<file path="src/rtl/edf_rm_rr_task_picker_defines.svh">
// Assertion helpers used by the task picker controller.
`ifndef EDF_RM_RR_TASK_PICKER_DEFINES_SVH
`define EDF_RM_RR_TASK_PICKER_DEFINES_SVH

// Same-cycle implication, checked out of reset.
`define ERRTP_ASSERT_IMM(lbl, pre, post) \
   lbl: assert property (@(posedge clock) disable iff (reset) (pre) |-> (post)) \
      else $error("errtp: same-cycle check failed");

// Next-cycle implication, checked out of reset.
`define ERRTP_ASSERT_NXT(lbl, pre, post) \
   lbl: assert property (@(posedge clock) disable iff (reset) (pre) |=> (post)) \
      else $error("errtp: next-cycle check failed");

`endif

</file>
<file path="src/rtl/errtp_pkg.sv">
package errtp_pkg;

   localparam int CMD_W  = 1;
   localparam int SLOT_W = 6;
   localparam int ID_W   = 16;
   localparam int ST_W   = 3;
   localparam int POL_W  = 2;
   localparam int DL_W   = 16;
   localparam int ARR_W  = 32;
   localparam int RATE_W = 8;
   localparam int MODE_W = 2;
   localparam int KEY_W  = 33;   // deadline + arrival, no wrap
   localparam int WGT_W  = 3;    // RM weight 1..4

   localparam logic [CMD_W-1:0]  CMD_WRITE = 1'b0;
   localparam logic [CMD_W-1:0]  CMD_PICK  = 1'b1;

   localparam logic [ST_W-1:0]   ST_RUNNABLE = 3'd3;
   localparam logic [ST_W-1:0]   ST_RUNNING  = 3'd4;

   localparam logic [POL_W-1:0]  POL_NONE = 2'd0;
   localparam logic [POL_W-1:0]  POL_EDF  = 2'd1;
   localparam logic [POL_W-1:0]  POL_RM   = 2'd2;

   localparam logic [MODE_W-1:0] MODE_RR  = 2'd0;
   localparam logic [MODE_W-1:0] MODE_EDF = 2'd1;
   localparam logic [MODE_W-1:0] MODE_RM  = 2'd2;

   // one table row, state kept in its own memory
   typedef struct packed {
      logic [ID_W-1:0]   id;
      logic [POL_W-1:0]  policy;
      logic [DL_W-1:0]   deadline;
      logic [ARR_W-1:0]  arrival;
      logic [RATE_W-1:0] rate;
   } row_type;

   typedef struct packed {
      logic tbl_wr;      // write transfer: load the addressed slot
      logic scan_init;   // pick transfer: clear trackers, address 0
      logic scan_rd;     // read one slot, advance address
      logic pick_ld;     // load pick result, mark winner running
      logic ack_ld;      // load all-zero write ack
   } ctrl_cmd_type;

   typedef struct packed {
      logic scan_last;   // address is at the last slot
   } dp_stat_type;

   // max(1, ceil(3*(30-rate)/29)) as range thresholds
   function automatic logic [WGT_W-1:0] rm_weight(input logic [RATE_W-1:0] rate);
      logic [WGT_W-1:0] w;
      if (rate == 8'd0)
         w = 3'd4;
      else if (rate <= 8'd10)
         w = 3'd3;
      else if (rate <= 8'd20)
         w = 3'd2;
      else
         w = 3'd1;
      return w;
   endfunction

endpackage

</file>
<file path="src/rtl/errtp_ctrl.sv">
`include "edf_rm_rr_task_picker_defines.svh"

module errtp_ctrl (
   input  logic                           clock,
   input  logic                           reset,
   input  logic                           req_valid,
   output logic                           req_ready,
   input  logic [errtp_pkg::CMD_W-1:0]    req_cmd,
   output logic                           rsp_valid,
   input  logic                           rsp_ready,
   output errtp_pkg::ctrl_cmd_type        cmd,
   input  errtp_pkg::dp_stat_type         stat
);
   import errtp_pkg::*;

   typedef enum logic [3:0] {
      S_IDLE  = 4'b0001,
      S_SCAN  = 4'b0010,
      S_FLUSH = 4'b0100,
      S_RESP  = 4'b1000
   } state_type;

   state_type state_ff, state_in;
   logic      is_pick_ff, is_pick_in;
   logic      rsp_valid_ff, rsp_valid_in;
   logic      out_free;
   logic      req_xfer;

   assign req_ready = (state_ff == S_IDLE);
   assign req_xfer  = req_valid && req_ready;
   assign out_free  = !rsp_valid_ff || rsp_ready;
   assign rsp_valid = rsp_valid_ff;

   always_comb begin
      state_in     = state_ff;
      is_pick_in   = is_pick_ff;
      rsp_valid_in = rsp_valid_ff && !rsp_ready;
      cmd          = '0;
      case (state_ff)
         S_IDLE: begin
            if (req_xfer) begin
               is_pick_in = (req_cmd == CMD_PICK);
               if (req_cmd == CMD_PICK) begin
                  cmd.scan_init = 1'b1;
                  state_in      = S_SCAN;
               end else begin
                  cmd.tbl_wr = 1'b1;
                  state_in   = S_RESP;
               end
            end
         end
         S_SCAN: begin
            cmd.scan_rd = 1'b1;
            if (stat.scan_last)
               state_in = S_FLUSH;
         end
         S_FLUSH: begin
            state_in = S_RESP;
         end
         S_RESP: begin
            if (out_free) begin
               cmd.pick_ld  = is_pick_ff;
               cmd.ack_ld   = !is_pick_ff;
               rsp_valid_in = 1'b1;
               state_in     = S_IDLE;
            end
         end
         default: begin
            state_in = S_IDLE;
         end
      endcase
   end

   always_ff @(posedge clock) begin
      if (reset) begin
         state_ff     <= S_IDLE;
         is_pick_ff   <= 1'b0;
         rsp_valid_ff <= 1'b0;
      end else begin
         state_ff     <= state_in;
         is_pick_ff   <= is_pick_in;
         rsp_valid_ff <= rsp_valid_in;
      end
   end

   `ERRTP_ASSERT_NXT(a_pick_starts_scan, req_xfer && (req_cmd == CMD_PICK), state_ff == S_SCAN)
   `ERRTP_ASSERT_NXT(a_scan_runs_to_end, (state_ff == S_SCAN) && !stat.scan_last, state_ff == S_SCAN)
   `ERRTP_ASSERT_IMM(a_load_needs_room, cmd.pick_ld || cmd.ack_ld, !rsp_valid_ff || rsp_ready)

endmodule

</file>
<file path="config.mk">
export PLATFORM = sky130hd
export DESIGN_NAME = errtp_ctrl
export DESIGN_NICKNAME = d
export VERILOG_FILES = /design/src/rtl/errtp_pkg.sv /design/src/rtl/errtp_ctrl.sv
export VERILOG_INCLUDE_DIRS = /design/src /design/src/rtl
export SDC_FILE = /design/constraint.sdc
export NUM_CORES = 1
export LEC_CHECK = 0
export BUFFER_PORTS_ARGS = -buffer_cell sky130_fd_sc_hd__buf_2
export CAP_MARGIN = 20
export CORE_AREA = 2 2 39 41
export DETAILED_ROUTE_END_ITERATION = 10
export DIE_AREA = 0 0 41 43
export SYNTH_ARGS = -nofsm -noshare
export SYNTH_HDL_FRONTEND = slang
export SYNTH_SLANG_ARGS = --single-unit
</file>
<file path="constraint.sdc">
create_clock -name clock -period 1.8 [get_ports clock]
set_input_delay 0.36 -clock clock [delete_from_list [all_inputs] [get_ports clock]]
set_output_delay 0.36 -clock clock [all_outputs]
set_load 0.005 [all_outputs]
</file>
After elaboration in Yosys (flattened, before gate mapping)
Cells that the tools add are included.
{"block": "totals", "input_bits": 6, "wordCells": 32, "ff_bits": 6}
{"block": "op_classes", "n_mux": 14, "n_eq_ne": 7, "n_reduce_logical": 8}
{"op": "two-way mux 4 bit", "n": 4}
{"op": "case mux 4 bit (4 select lines)", "n": 1}
{"op": "two-way mux 2 bit", "n": 4}
{"op": "two-way mux 1 bit", "n": 5}
{"op": "== test 4 x 1 -> 1 bit (second input constant)", "n": 1}
{"op": "== test 4 x 2 -> 1 bit (second input constant)", "n": 1}
{"op": "== test 4 x 3 -> 1 bit (second input constant)", "n": 1}
{"op": "== test 4 bit (second input constant)", "n": 1}
{"op": "inequality test 2 bit (second input constant)", "n": 2}
{"op": "logical NOT 1 bit", "n": 3}
{"op": "AND reduction 3 bit", "n": 1}
{"op": "logical AND 1 bit", "n": 2}
{"op": "inequality test 2 x 1 -> 1 bit (second input constant)", "n": 1}
{"op": "AND reduction 2 bit", "n": 1}
{"op": "logical OR 1 bit", "n": 1}

Longest topological paths before layout
{"block": "logic_depth", "depth_word": 4, "mapped_depth": 3, "ltp_nobuf": 3}

Worst setup path after synthesis
Ideal clock, no wire load.
{"block": "synth_path", "path_type": "register to output", "start": "reg state_ff[0]", "end": "out cmd[3] (netlist bit)", "arrival_ns": 0.966, "required_ns": 1.440, "n_path_buf": 0, "setup_slack_ns": 0.474, "path_stages_with_launch": 4, "cell_sequence": "dfxtp_1 -> nor4b_4 -> nand3_2 -> inv_1"}
{"element": "from (decl)", "line_no": "errtp_ctrl.sv:23", "text": "state_type state_ff, state_in;"}
{"element": "from (signal assigned)", "line_no": "errtp_ctrl.sv:80", "text": "state_ff <= state_in;"}
{"element": "to (decl)", "line_no": "errtp_ctrl.sv:11", "text": "output errtp_pkg::ctrl_cmd_type cmd,"}

==> results.txt <==
kind of capture point of the worst setup path -> output port
first-pass GRT wire length -> 1.12 mm
Synth Net Count -> 42
combined area of all synthesized cells -> 363 sq um
CP startpoint kind -> flop
max_slew headroom -> 0.766
average cell area after synthesis -> 10.1 sq um
worst setup path start -> state_ff[1]
detailed-route DRC error count -> 0
GR Util All Layers -> 0.105
fraction of layout instances using a drive strength above 1 -> 0.472
number of vias in the routed layout -> 335
R2R Setup Slk -> 0.45 ns
Final period util -> 0.948
summed negative setup slack over all endpoints -> 0 ns
maximum net fanout on the critical path -> 7
Setup violations, final -> 0
die span in y -> 43 um
crit path to -> cmd[3]
run status -> completed
post-route core utilization -> 0.348
class of the most critical hold timing path -> in2reg
Seq pwr share -> 0.445
routed len/inst -> 11.1 um
area of the core -> 1380 sq um
number of cells on the worst reg-to-reg path -> 4
reg-to-reg critical path endpoint -> state_ff[2]
Initial Util -> 0.262
die area -> 1760 sq um
power per standard cell area -> 724 nW/um^2
max-slew violations -> 0
number of antenna violations at the first check in global routing -> 0
Reg clk slew, reported paths -> 0.05 ns
warnings from Yosys -> 0
minimum setup slack after placement -> 0.306 ns
clock tree buffer depth -> 2
Layout Area Growth over Synthesis -> 32.8%
required time reported for the critical path endpoint -> 1.44 ns
quantity of I/O buffers inserted on ports -> 12
launching point of the worst reg2reg path -> state_ff[1]
final critical-path setup slack -> 0.0934 ns
number of sinks driven by the clock tree -> 6
antenna diode count -> 0
# IOs -> 13
arrival time of the worst setup path -> 1.35 ns
ratio of routed vias to standard cells -> 4.86
leakage power figure -> 0.235 nW
Root Buffer -> clkbuf_4
share of total power in combinational logic -> 0.203
Final ANT Viol Nets -> 0
FMAX -> 586 MHz
sum of net half-perimeters after detailed placement -> 599 um
number of enable-type register cells in the synthesized netlist -> 0
clock tree from TritonCTS -> built
horizontal die dimension -> 41 um
Synth Instances -> 36
Fill cells -> 145
most used flip-flop cell after synthesis -> dfxtp_1
number of rows in the core area -> 14
Iteration-0 DRC Markers -> 2
total CTS buffers -> 3
clock power share -> 0.353
residual overflow from global routing -> 0
Internal -> 0.000259 W
VDD IR max -> 0.000348 V
post-layout min period -> 1.71 ns
Final Routed Wirelength -> 764 um
latest clock arrival within the worst-skew pair -> 0.24 ns
max-cap violations -> 0
# nets final -> 61
finished layout cell area -> 482 sq um
setup repair after global routing missed its margin -> no
pin count of the biggest net entering global routing -> 9
switching power as a share of total power -> 0.257
Worst-Margin Slew -> 0.350 ns
length of the first detailed-routing pass in iterations -> 4
number of levels the H-tree was split into -> 1
sequential element share of the synthesized area -> 0.331
post-synthesis async set-or-reset flop share -> 0
crit path kind -> reg2out
final estimated routing congestion in global placement -> 0.699
non-filler instance count after layout -> 69
Yosys cell types -> 22
via count of the first global-routing pass -> 262
number of cells after detailed placement -> 64
cell area after placement -> 443 sq um
Max Clock Skew -> 0.00702 ns
synthesis-stage register bit count -> 6
net switching power figure -> 0.0000896 W
Final Hold Fails -> 0
[routing by layer]
layer / up-vias / GRT usage / part of all wire
met5: - / 0 / 0
met3: 4 / 0.0366 / 0.068
met1: 149 / 0.133 / 0.46
li1: 168 / - / -
met4: 0 / 0.120 / 0.027
met2: 14 / 0.119 / 0.44
[registers in the layout, summed over array words and instances (netlist names)]
| signal | count |
|---|---|
| state_ff | 4 |
| is_pick_ff | 1 |
| rsp_valid | 1 |
[how the worst min path moves through the flow]
stage / depth (start not counted) / end / slack [ns] / start
after global placement: 2 / rsp_valid / 0.59 / reset
after detailed placement: 2 / is_pick_ff / 0.59 / is_pick_ff
after CTS: 2 / is_pick_ff / 0.33 / reset
final: 2 / is_pick_ff / 0.34 / reset
after global routing: 2 / is_pick_ff / 0.33 / reset
after floorplan: 1 / is_pick_ff / 0.43 / reset
[layout by cell type (no fill, tap or decap), types with 2 or more instances in the layout]
cell	synthesis	routed
inv_1	3	3
dfxtp_1	6	5
a21oi_1	3	3
buf_4	0	2
nand2_1	2	2
nor2_1	2	2
buf_2	0	12
clkbuf_4	0	3
a211oi_1	2	2
and3_1	2	2
nor4b_2	2	2
[cells in the mapped netlist, types with 2 or more instances]
| master | number | share of area |
|---|---|---|
| dfxtp_1 | 6 | 0.33 |
| a21oi_1 | 3 | 0.041 |
| inv_1 | 3 | 0.031 |
| a211oi_1 | 2 | 0.041 |
| and3_1 | 2 | 0.034 |
| nand2_1 | 2 | 0.021 |
| nor2_1 | 2 | 0.021 |
| nor4b_2 | 2 | 0.083 |
[stage by stage]
stage                     hold WS [ns]  total power (W)
after floorplan                  0.429         0.000192
after global placement           0.588         0.000215
after detailed placement         0.588         0.000217
after CTS                        0.330         0.000344
after global routing             0.333         0.000368
final                            0.337         0.000349
[area by class of cell]
class                   count  area, sq um  area share
inverters                   3         11.3      0.0234
flip-flops and latches      6          121       0.252
multi-input cells          27          231       0.481
repair buffers             14         75.1       0.156
clock buffers               3         22.5      0.0468
well taps                  16         20.0      0.0416
[critical path: stages (launching register included)]
cell	delay, ns
dfxtp_1	0.39
nor4b_4	0.41
nand3_2	0.13
inv_1	0.06
buf_2	0.10
[what timing repair did]
action                                  CTS  global route
endpoints found under the setup margin    0             2
setup buffers                             0             2
hold buffers                              0             0
gates resized for setup                   0             1
[power groups by stage]
stage	registers (W)	logic, W	clock network [W]
2_1_floorplan	0.000154	0.0000378	0
3_3_place_gp	0.000156	0.0000589	0
3_5_place_dp	0.000157	0.0000598	0
4_1_cts	0.000154	0.0000601	0.000129
5_1_grt	0.000156	0.0000770	0.000135
6_report	0.000155	0.0000707	0.000123
[kinds of logic (layout without fill, tap and decap cells)]
kind of cell / count (synthesis) / in the layout / synth area share
compound gates: 10 / 10 / 0.193
xor+xnor: 1 / 1 / 0.0241
buf+inv: 3 / 20 / 0.0310
flops: 6 / 6 / 0.331
simple gates: 16 / 16 / 0.421
(Power assumes the default switching activity.)
